--- config.mk ---
export PLATFORM = sky130hd
export DESIGN_NAME = fp16_tolerant_rle_encoder
export DESIGN_NICKNAME = d
export VERILOG_FILES = /design/src/sv/ftrle_pkg.sv /design/src/sv/ftrle_front.sv /design/src/sv/ftrle_fifo.sv /design/src/sv/ftrle_back.sv /design/src/sv/fp16_tolerant_rle_encoder.sv
export SDC_FILE = /design/constraint.sdc
export NUM_CORES = 1
export LEC_CHECK = 0
export BUFFER_PORTS_ARGS = -buffer_cell sky130_fd_sc_hd__buf_2
export CELL_PAD_IN_SITES_DETAIL_PLACEMENT = 0
export CELL_PAD_IN_SITES_GLOBAL_PLACEMENT = 1
export CORE_MARGIN = 2
export CORE_UTILIZATION = 57
export CTS_BUF_LIST = sky130_fd_sc_hd__clkbuf_2
export CTS_CLUSTER_DIAMETER = 200
export CTS_CLUSTER_SIZE = 14
export DETAILED_ROUTE_END_ITERATION = 16
export GPL_ROUTABILITY_DRIVEN = 0
export GPL_TIMING_DRIVEN = 0
export PLACE_DENSITY = 0.92
export SLEW_MARGIN = 10
export SYNTH_ARGS = -nofsm -noshare
export SYNTH_HDL_FRONTEND = slang
export SYNTH_HIERARCHICAL = 1
export SYNTH_SLANG_ARGS = --single-unit
--- constraint.sdc ---
create_clock -name clk_i -period 24.9 [get_ports clk_i]
set_input_delay 1.245 -clock clk_i [delete_from_list [all_inputs] [get_ports clk_i]]
set_output_delay 1.245 -clock clk_i [all_outputs]
set_load 0.01 [all_outputs]
--- src/sv/ftrle_pkg.sv ---
package ftrle_pkg;

  // Width of the run length counter; a run closes at the all-ones count.
  localparam int unsigned CountBits = 32;
  localparam logic [31:0] CountLimit = 32'((64'd1 << CountBits) - 64'd1);

  // Widths fixed by the word format.
  localparam int unsigned TolBits = 41;
  localparam int unsigned MagBits = 40;

  // Depth of the queue between the front and the back end.
  localparam int unsigned FifoDepth = 4;
  localparam int unsigned FifoAw = $clog2(FifoDepth);

  // One run record as it leaves the block.
  typedef struct packed {
    logic [15:0] run_value;
    logic [31:0] run_length;
    logic        final_run;
    logic [31:0] total_elements;
    logic [31:0] total_runs;
  } ftrle_rec_t;

  // What one accepted weight leaves for the back end: up to two records.
  typedef struct packed {
    logic       has_brk;
    logic       has_fin;
    ftrle_rec_t brk_rec;
    ftrle_rec_t fin_rec;
  } ftrle_entry_t;

  // Exponent field all ones: infinity or NaN.
  function automatic logic fp16_special(logic [15:0] h);
    return &h[14:10];
  endfunction

  // Magnitude of a finite fp16 value in units of 2^-24.
  function automatic logic [MagBits-1:0] fp16_mag(logic [15:0] h);
    logic [4:0]         ex;
    logic [MagBits-1:0] m;
    ex = h[14:10];
    if (ex == 5'd0) begin
      m = {(MagBits - 10)'(0), h[9:0]};
    end else begin
      m = {(MagBits - 11)'(0), 1'b1, h[9:0]} << (ex - 5'd1);
    end
    return m;
  endfunction

endpackage

--- src/sv/ftrle_front.sv ---
module ftrle_front (
  input  logic                    clk_i,
  input  logic                    rst_ni,
  input  logic                    cfg_we_i,
  input  logic [40:0]             cfg_wdata_i,
  input  logic                    in_valid_i,
  input  logic [15:0]             weight_i,
  input  logic                    final_weight_i,
  input  logic                    full_i,
  output logic                    in_stall_o,
  output logic                    push_o,
  output ftrle_pkg::ftrle_entry_t entry_o
);
  import ftrle_pkg::*;

  logic [TolBits-1:0] tol_q;
  logic [15:0]        held_value_q, held_value_d;
  logic [MagBits-1:0] held_mag_q, held_mag_d;
  logic [31:0]        held_length_q, held_length_d;
  logic               have_run_q, have_run_d;
  logic [31:0]        runs_q, runs_d;
  logic [31:0]        elems_q, elems_d;

  logic               accept;
  logic [MagBits-1:0] w_mag;
  logic [TolBits-1:0] diff;
  logic               joins;
  logic               brk;
  logic [15:0]        new_value;
  logic [MagBits-1:0] new_mag;
  logic [31:0]        new_length;
  logic [31:0]        runs_brk;
  logic [31:0]        elems_inc;

  assign in_stall_o = full_i;
  assign accept     = in_valid_i && !full_i;

  // Tolerance register.
  always_ff @(posedge clk_i or negedge rst_ni) begin
    if (!rst_ni) begin
      tol_q <= '0;
    end else if (cfg_we_i) begin
      tol_q <= cfg_wdata_i;
    end
  end

  // Exact difference between the weight and the run's first value.
  assign w_mag = fp16_mag(weight_i);
  always_comb begin
    if (weight_i[15] ^ held_value_q[15]) begin
      diff = {1'b0, w_mag} + {1'b0, held_mag_q};
    end else if (w_mag >= held_mag_q) begin
      diff = {1'b0, w_mag - held_mag_q};
    end else begin
      diff = {1'b0, held_mag_q - w_mag};
    end
  end

  assign joins = (weight_i == held_value_q) ||
                 ((tol_q != '0) && !fp16_special(weight_i) &&
                  !fp16_special(held_value_q) && (diff <= tol_q));

  // Classify the weight and update the open run.
  always_comb begin
    elems_inc  = elems_q + 32'd1;
    brk        = 1'b0;
    new_value  = held_value_q;
    new_mag    = held_mag_q;
    new_length = held_length_q + 32'd1;
    runs_brk   = runs_q;
    if (!have_run_q) begin
      new_value  = weight_i;
      new_mag    = w_mag;
      new_length = 32'd1;
    end else if (!(joins && (held_length_q < CountLimit))) begin
      brk        = 1'b1;
      runs_brk   = runs_q + 32'd1;
      new_value  = weight_i;
      new_mag    = w_mag;
      new_length = 32'd1;
    end

    entry_o.has_brk                = brk;
    entry_o.brk_rec.run_value      = held_value_q;
    entry_o.brk_rec.run_length     = held_length_q;
    entry_o.brk_rec.final_run      = 1'b0;
    entry_o.brk_rec.total_elements = '0;
    entry_o.brk_rec.total_runs     = '0;
    entry_o.has_fin                = final_weight_i;
    entry_o.fin_rec.run_value      = new_value;
    entry_o.fin_rec.run_length     = new_length;
    entry_o.fin_rec.final_run      = 1'b1;
    entry_o.fin_rec.total_elements = elems_inc;
    entry_o.fin_rec.total_runs     = runs_brk + 32'd1;

    push_o = accept && (brk || final_weight_i);

    held_value_d  = held_value_q;
    held_mag_d    = held_mag_q;
    held_length_d = held_length_q;
    have_run_d    = have_run_q;
    runs_d        = runs_q;
    elems_d       = elems_q;
    if (accept) begin
      if (final_weight_i) begin
        held_value_d  = '0;
        held_mag_d    = '0;
        held_length_d = '0;
        have_run_d    = 1'b0;
        runs_d        = '0;
        elems_d       = '0;
      end else begin
        held_value_d  = new_value;
        held_mag_d    = new_mag;
        held_length_d = new_length;
        have_run_d    = 1'b1;
        runs_d        = runs_brk;
        elems_d       = elems_inc;
      end
    end
  end

  // Run state registers.
  always_ff @(posedge clk_i or negedge rst_ni) begin
    if (!rst_ni) begin
      held_value_q  <= '0;
      held_mag_q    <= '0;
      held_length_q <= '0;
      have_run_q    <= 1'b0;
      runs_q        <= '0;
      elems_q       <= '0;
    end else begin
      held_value_q  <= held_value_d;
      held_mag_q    <= held_mag_d;
      held_length_q <= held_length_d;
      have_run_q    <= have_run_d;
      runs_q        <= runs_d;
      elems_q       <= elems_d;
    end
  end

endmodule

--- src/sv/ftrle_fifo.sv ---
module ftrle_fifo (
  input  logic                    clk_i,
  input  logic                    rst_ni,
  input  logic                    push_i,
  input  ftrle_pkg::ftrle_entry_t entry_i,
  input  logic                    pop_i,
  output logic                    full_o,
  output logic                    empty_o,
  output ftrle_pkg::ftrle_entry_t entry_o
);
  import ftrle_pkg::*;

  ftrle_entry_t          mem_q [FifoDepth];
  logic [FifoAw-1:0]     wr_ptr_q, wr_ptr_d;
  logic [FifoAw-1:0]     rd_ptr_q, rd_ptr_d;
  logic [FifoAw:0]       count_q, count_d;

  assign full_o  = (count_q == (FifoAw + 1)'(FifoDepth));
  assign empty_o = (count_q == '0);
  assign entry_o = mem_q[rd_ptr_q];

  // Pointer and fill count update; the caller never pushes when full
  // nor pops when empty.
  always_comb begin
    wr_ptr_d = wr_ptr_q;
    rd_ptr_d = rd_ptr_q;
    count_d  = count_q;
    if (push_i) begin
      wr_ptr_d = (wr_ptr_q == FifoAw'(FifoDepth - 1)) ? '0 : wr_ptr_q + FifoAw'(1);
    end
    if (pop_i) begin
      rd_ptr_d = (rd_ptr_q == FifoAw'(FifoDepth - 1)) ? '0 : rd_ptr_q + FifoAw'(1);
    end
    if (push_i && !pop_i) begin
      count_d = count_q + (FifoAw + 1)'(1);
    end else if (pop_i && !push_i) begin
      count_d = count_q - (FifoAw + 1)'(1);
    end
  end

  always_ff @(posedge clk_i or negedge rst_ni) begin
    if (!rst_ni) begin
      wr_ptr_q <= '0;
      rd_ptr_q <= '0;
      count_q  <= '0;
    end else begin
      wr_ptr_q <= wr_ptr_d;
      rd_ptr_q <= rd_ptr_d;
      count_q  <= count_d;
    end
  end

  // Entry storage.
  always_ff @(posedge clk_i) begin
    if (push_i) begin
      mem_q[wr_ptr_q] <= entry_i;
    end
  end

endmodule

--- src/sv/ftrle_back.sv ---
module ftrle_back (
  input  logic                    clk_i,
  input  logic                    rst_ni,
  input  logic                    empty_i,
  input  ftrle_pkg::ftrle_entry_t entry_i,
  output logic                    pop_o,
  input  logic                    out_stall_i,
  output logic                    out_valid_o,
  output ftrle_pkg::ftrle_rec_t   rec_o
);
  import ftrle_pkg::*;

  logic       out_valid_q, out_valid_d;
  ftrle_rec_t out_rec_q, out_rec_d;
  logic       pend_q, pend_d;
  ftrle_rec_t pend_rec_q, pend_rec_d;
  logic       load_ok;

  assign load_ok     = !out_valid_q || !out_stall_i;
  assign out_valid_o = out_valid_q;
  assign rec_o       = out_rec_q;

  // Move the next record into the output register: a pending final record
  // first, then the records of the next queued entry in order.
  always_comb begin
    out_valid_d = out_valid_q;
    out_rec_d   = out_rec_q;
    pend_d      = pend_q;
    pend_rec_d  = pend_rec_q;
    pop_o       = 1'b0;
    if (load_ok) begin
      if (pend_q) begin
        out_valid_d = 1'b1;
        out_rec_d   = pend_rec_q;
        pend_d      = 1'b0;
      end else if (!empty_i) begin
        pop_o       = 1'b1;
        out_valid_d = 1'b1;
        if (entry_i.has_brk) begin
          out_rec_d  = entry_i.brk_rec;
          pend_d     = entry_i.has_fin;
          pend_rec_d = entry_i.fin_rec;
        end else begin
          out_rec_d = entry_i.fin_rec;
        end
      end else begin
        out_valid_d = 1'b0;
      end
    end
  end

  always_ff @(posedge clk_i or negedge rst_ni) begin
    if (!rst_ni) begin
      out_valid_q <= 1'b0;
      pend_q      <= 1'b0;
    end else begin
      out_valid_q <= out_valid_d;
      pend_q      <= pend_d;
    end
  end

  // Record payload registers.
  always_ff @(posedge clk_i) begin
    out_rec_q  <= out_rec_d;
    pend_rec_q <= pend_rec_d;
  end

endmodule

--- src/sv/fp16_tolerant_rle_encoder.sv ---
// Run-length encoder for fp16 weights. One weight is taken per cycle while
// the internal queue has room; a weight joins the open run when its bits
// match the run's first value or, with a nonzero tolerance, when both are
// finite and their exact difference (in 2^-24 units) is within tolerance.
// Each closed run leaves as one record word; the final weight's run carries
// the tensor totals. The output sustains one record per cycle while
// out_stall_i is low, so a weight that both breaks a run and ends the
// tensor yields two records; the four-entry queue between the classifier
// and the output stage absorbs that and lets each side stall on its own.
// With the queue empty and no stalls, the record closed by an accepted
// weight goes through the queue storage and then the output register
// before it is valid. Write the tolerance only while the block is idle.
module fp16_tolerant_rle_encoder (
  input  logic        clk_i,
  input  logic        rst_ni,
  input  logic        cfg_we_i,
  input  logic [40:0] cfg_wdata_i,
  input  logic        in_valid_i,
  output logic        in_stall_o,
  input  logic [15:0] weight_i,
  input  logic        final_weight_i,
  output logic        out_valid_o,
  input  logic        out_stall_i,
  output logic [15:0] run_value_o,
  output logic [31:0] run_length_o,
  output logic        final_run_o,
  output logic [31:0] total_elements_o,
  output logic [31:0] total_runs_o
);
  import ftrle_pkg::*;

  logic         push;
  logic         pop;
  logic         full;
  logic         empty;
  ftrle_entry_t push_entry;
  ftrle_entry_t head_entry;
  ftrle_rec_t   rec;

  // Classifier and run state.
  ftrle_front u_front (
    .clk_i          (clk_i),
    .rst_ni         (rst_ni),
    .cfg_we_i       (cfg_we_i),
    .cfg_wdata_i    (cfg_wdata_i),
    .in_valid_i     (in_valid_i),
    .weight_i       (weight_i),
    .final_weight_i (final_weight_i),
    .full_i         (full),
    .in_stall_o     (in_stall_o),
    .push_o         (push),
    .entry_o        (push_entry)
  );

  // Queue of pending record pairs.
  ftrle_fifo u_fifo (
    .clk_i   (clk_i),
    .rst_ni  (rst_ni),
    .push_i  (push),
    .entry_i (push_entry),
    .pop_i   (pop),
    .full_o  (full),
    .empty_o (empty),
    .entry_o (head_entry)
  );

  // Record serializer and output register.
  ftrle_back u_back (
    .clk_i       (clk_i),
    .rst_ni      (rst_ni),
    .empty_i     (empty),
    .entry_i     (head_entry),
    .pop_o       (pop),
    .out_stall_i (out_stall_i),
    .out_valid_o (out_valid_o),
    .rec_o       (rec)
  );

  assign run_value_o      = rec.run_value;
  assign run_length_o     = rec.run_length;
  assign final_run_o      = rec.final_run;
  assign total_elements_o = rec.total_elements;
  assign total_runs_o     = rec.total_runs;

endmodule
==> run_summary.xml <==
<?xml version="1.0" encoding="UTF-8"?>
<metrics>
  <group name="status">
    <metric name="outcome" unit="">completed</metric>
  </group>
  <group name="final_layout">
    <metric name="areaGrowthSynthToFinish" unit="%">8.28</metric>
    <metric name="finalNonFillerCells" unit="">6669</metric>
    <metric name="nets" unit="">5318</metric>
    <metric name="layout-drive-gt1-share" unit="%">15.8</metric>
  </group>
  <group name="routing">
    <metric name="routedWlPerCell" unit="microns">23.8</metric>
    <metric name="drt_wl_total" unit="microns">159000</metric>
    <metric name="dr.first_iter.drc_count" unit="">4444</metric>
    <metric name="drtPass1Iterations" unit="">6</metric>
    <metric name="drc_errors" unit="">0</metric>
    <metric name="antenna_left" unit="">0</metric>
    <metric name="vias_per_cell" unit="">6.15</metric>
    <metric name="vias" unit="">41000</metric>
  </group>
  <group name="timing">
    <metric name="timing.max_slew.rel_slack" unit="%">4.99</metric>
    <metric name="final.setup.tns" unit="ns">0</metric>
    <metric name="grt_setup_unrepaired" unit="">false</metric>
    <metric name="hold_violations" unit="">0</metric>
    <metric name="maxClockFrequency" unit="MHz">66.5</metric>
    <metric name="worstMarginPinSlew" unit="ns">1.41</metric>
    <metric name="timing.final.crit_share" unit="%">60.4</metric>
    <metric name="drv_slew" unit="">0</metric>
    <metric name="final.min_clock_period" unit="ns">15.04</metric>
    <metric name="setup_viol" unit="">0</metric>
    <metric name="worst_clk_skew" unit="ns">0.209</metric>
  </group>
  <group name="grt">
    <metric name="first_global_vias" unit="">39900</metric>
    <metric name="grt_antenna_before_repair" unit="">16</metric>
    <metric name="largest_net_degree_at_the_start_of_global_routing" unit="">90</metric>
    <metric name="grt_first_pass_wirelength" unit="microns">238000</metric>
    <metric name="grt_usage" unit="%">27.8</metric>
    <metric name="globalRouteOverflowTotal" unit="">0</metric>
  </group>
  <group name="logic_synthesis">
    <metric name="synth_top_area_cell" unit="">sky130_fd_sc_hd__edfxtp_1</metric>
    <metric name="synth-seq-area-share" unit="%">62.0</metric>
    <metric name="synth_area_leaders" unit="">sky130_fd_sc_hd__edfxtp_1 (54%), sky130_fd_sc_hd__mux4_2 (8.3%), sky130_fd_sc_hd__dfrtp_1 (8.0%)</metric>
    <metric name="ys_dominant_reg_cell" unit="">sky130_fd_sc_hd__edfxtp_1</metric>
    <metric name="yosys_warnings" unit="">6</metric>
    <metric name="syn-cell-area" unit="sq um">63300</metric>
    <metric name="synth_seq_cells" unit="">1341</metric>
    <metric name="post_synth_inst_count" unit="">4662</metric>
    <metric name="synth_cell_types" unit="">91</metric>
    <metric name="synth_largest_type_area_fraction" unit="%">54.0</metric>
    <metric name="ys_async_sr_fraction" unit="%">15.1</metric>
    <metric name="post_synth_most_frequent_cells" unit="">sky130_fd_sc_hd__edfxtp_1 (1,138), sky130_fd_sc_hd__nand2_1 (495), sky130_fd_sc_hd__o21ai_0 (375)</metric>
    <metric name="synth-edff-count" unit="">1138</metric>
    <metric name="most_used_standard_cell_by_instance_count_after_synthesis" unit="">sky130_fd_sc_hd__edfxtp_1</metric>
    <metric name="syn_avg_cell_area" unit="sq um">13.6</metric>
  </group>
  <group name="critical_path">
    <metric name="timing.rr.end" unit="">u_fifo/mem_q[2][26]</metric>
    <metric name="r2r-start" unit="">u_front/held_mag_q[7]</metric>
    <metric name="cpPeakStageDelay" unit="ns">0.62</metric>
    <metric name="ff2ff_path_depth" unit="">34</metric>
    <metric name="critPathCaptureType" unit="">flop</metric>
    <metric name="worstPathRequired" unit="ns">26.09</metric>
    <metric name="worst_reg2reg_setup_slack" unit="ns">12.34</metric>
    <metric name="crit_path_category" unit="">in2reg</metric>
    <metric name="critical_path.slowest_cell" unit="">sky130_fd_sc_hd__clkbuf_1</metric>
    <metric name="critPathMostFrequentCell" unit="">sky130_fd_sc_hd__clkbuf_1</metric>
    <metric name="critPathArrivalTime" unit="ns">16.23</metric>
    <metric name="start_kind" unit="">input pin</metric>
    <metric name="cp_max_fo" unit="">10</metric>
  </group>
  <group name="floorplanning">
    <metric name="dieArea" unit="sq um">114000</metric>
    <metric name="core_area" unit="sq um">110000</metric>
    <metric name="die_extent_in_y" unit="microns">337</metric>
    <metric name="fp-row-count" unit="">122</metric>
    <metric name="chipWidth" unit="microns">337</metric>
    <metric name="top_level_i_o_count" unit="">178</metric>
    <metric name="starting_density_of_the_core" unit="%">57.4</metric>
  </group>
  <group name="pwr">
    <metric name="power_density" unit="nW/um^2">101</metric>
    <metric name="cellLeakagePower" unit="nW">25.2</metric>
    <metric name="ir_worst_vdd" unit="V">0.0000573</metric>
  </group>
  <group name="clock_network">
    <metric name="tritoncts" unit="">yes</metric>
    <metric name="clock-sinks" unit="">1341</metric>
    <metric name="cts.reportedPaths.clkPinSlew" unit="ns">0.43</metric>
    <metric name="post_cts.repair.setup_buffers" unit="">0</metric>
    <metric name="clock_tree.htree_level_count" unit="">3</metric>
    <metric name="cts_made_buffers" unit="">105</metric>
    <metric name="clk_latency" unit="ns">1.52</metric>
    <metric name="cts_root_buf" unit="">sky130_fd_sc_hd__clkbuf_2</metric>
    <metric name="post_cts_resize_count" unit="">0</metric>
    <metric name="max-clock-path-buffers" unit="">3</metric>
  </group>
  <group name="placed_design">
    <metric name="hpwlAfterDp" unit="microns">113000</metric>
    <metric name="placement.io_buffers" unit="">173</metric>
    <metric name="numPlacedInstances" unit="">6415</metric>
  </group>
  <group name="min_path">
    <metric name="hp-class" unit="">in2async</metric>
  </group>
  <group name="job">
    <metric name="cap_violations" unit="">0</metric>
  </group>
</metrics>
## area by class of cell
class                      instances  area [sq um]
inverter                         191           717
timing repair buffer             245          2030
fill                            8253         41800
clock buffer                     192           961
sequential                      1341         39300
multi-input combinational       2874         21700
buffer                           320          1920
antenna                           12          30.0
clock inverter                     6          80.1
tap                             1488          1860
## cells in the final DEF, fill, tap and decap left out, types with 173 or more instances in the layout
cell	count
sky130_fd_sc_hd__inv_1	190
sky130_fd_sc_hd__dfrtp_1	203
sky130_fd_sc_hd__buf_2	204
sky130_fd_sc_hd__mux4_2	232
sky130_fd_sc_hd__ha_1	173
sky130_fd_sc_hd__o21ai_0	375
sky130_fd_sc_hd__nand2_1	495
sky130_fd_sc_hd__clkbuf_2	193
sky130_fd_sc_hd__a21oi_1	228
sky130_fd_sc_hd__edfxtp_1	1138
sky130_fd_sc_hd__nor2_1	226
## state kept, by name (all words and copies together) (netlist names)
| register | flops |
|---|---|
| u_back/rec_o | 113 |
| u_back/out_valid_o | 1 |
| u_fifo/rd_ptr_q | 2 |
| u_front/runs_q | 32 |
| u_front/elems_q | 32 |
| u_fifo/mem_q | 912 |
| u_back/pend_rec_q | 113 |
| u_fifo/wr_ptr_q | 2 |
| u_front/held_mag_q | 40 |
| u_front/tol_q | 41 |
| u_front/held_length_q | 32 |
| u_back/pend_q | 1 |
| u_front/held_value_q | 16 |
| u_fifo/count_q | 3 |
| u_front/have_run_q | 1 |
## critical path: cells and delay by family
family          cells  cell delay (ns)
simple gates       18             5.31
xor+xnor            1             0.19
fa+ha+maj           4             1.17
buf+inv            12             4.03
compound gates     10             3.57
mux                 2             0.68
## worst max path at each step
stage / slack, ns / end / startpoint
2_1_floorplan: 9.58 / u_fifo/mem_q[0][0] / weight_i[10]
3_3_place_gp: 2.11 / u_fifo/mem_q[1][130] / weight_i[10]
3_5_place_dp: 9.02 / u_fifo/mem_q[2][24] / weight_i[10]
4_1_cts: 10.50 / u_fifo/mem_q[2][26] / weight_i[10]
5_1_grt: 9.42 / u_fifo/mem_q[2][26] / weight_i[10]
6_report: 9.86 / u_fifo/mem_q[2][26] / weight_i[10]
## per-layer routing
metal	part of all wire, %	up-vias	global-route usage (%)
met3	8.4	393	4.54
li1	-	18300	-
met4	4.8	8	12.4
met1	39	20300	36.7
met5	0.033	-	0
met2	48	1982	45.9
## report_power, final
part | total (mW) | internal (mW) | switching (mW)
logic | 2.90 | 1.10 | 1.80
clock network | 0.875 | 0.216 | 0.659
registers | 3.12 | 2.98 | 0.140
total | 6.89 | 4.29 | 2.60
## metrics by stage
| stage | setup WS, ns | hold slack, ns | instance area (sq um) | utilization, % | power [mW] |
|---|---|---|---|---|---|
| detailed placement | 9.02 | 0.480 | 67000 | 60.7 | 6.03 |
| floorplan | 9.58 | 0.456 | 63500 | - | 5.06 |
| global placement | 2.11 | 0.481 | 66300 | 60.0 | 6.00 |
| CTS | 10.50 | 0.0619 | 68500 | 62.1 | 6.89 |
| finish | 9.86 | 0.158 | 68500 | 62.1 | 6.89 |
| global route | 9.42 | 0.127 | 68500 | 62.1 | 7.22 |
## kinds of logic (layout without fill, tap and decap cells)
group           Yosys count  after routing  share of synthesized area, %
other cells               2             78                        0.0119
xor+xnor                167            167                          2.31
mux                     377            377                          10.6
buf+inv                 511            954                          4.17
fa+ha+maj               177            177                          3.55
flops                  1341           1341                          62.0
compound gates         1013           1013                          9.67
simple gates           1074           1074                          7.71
## timing repair
action	in CTS	in global routing
endpoints found under the hold margin	108	0
endpoints found under the setup margin	0	0
hold buffers	44	0
Note: power is estimated with default switching activity, not from simulation.
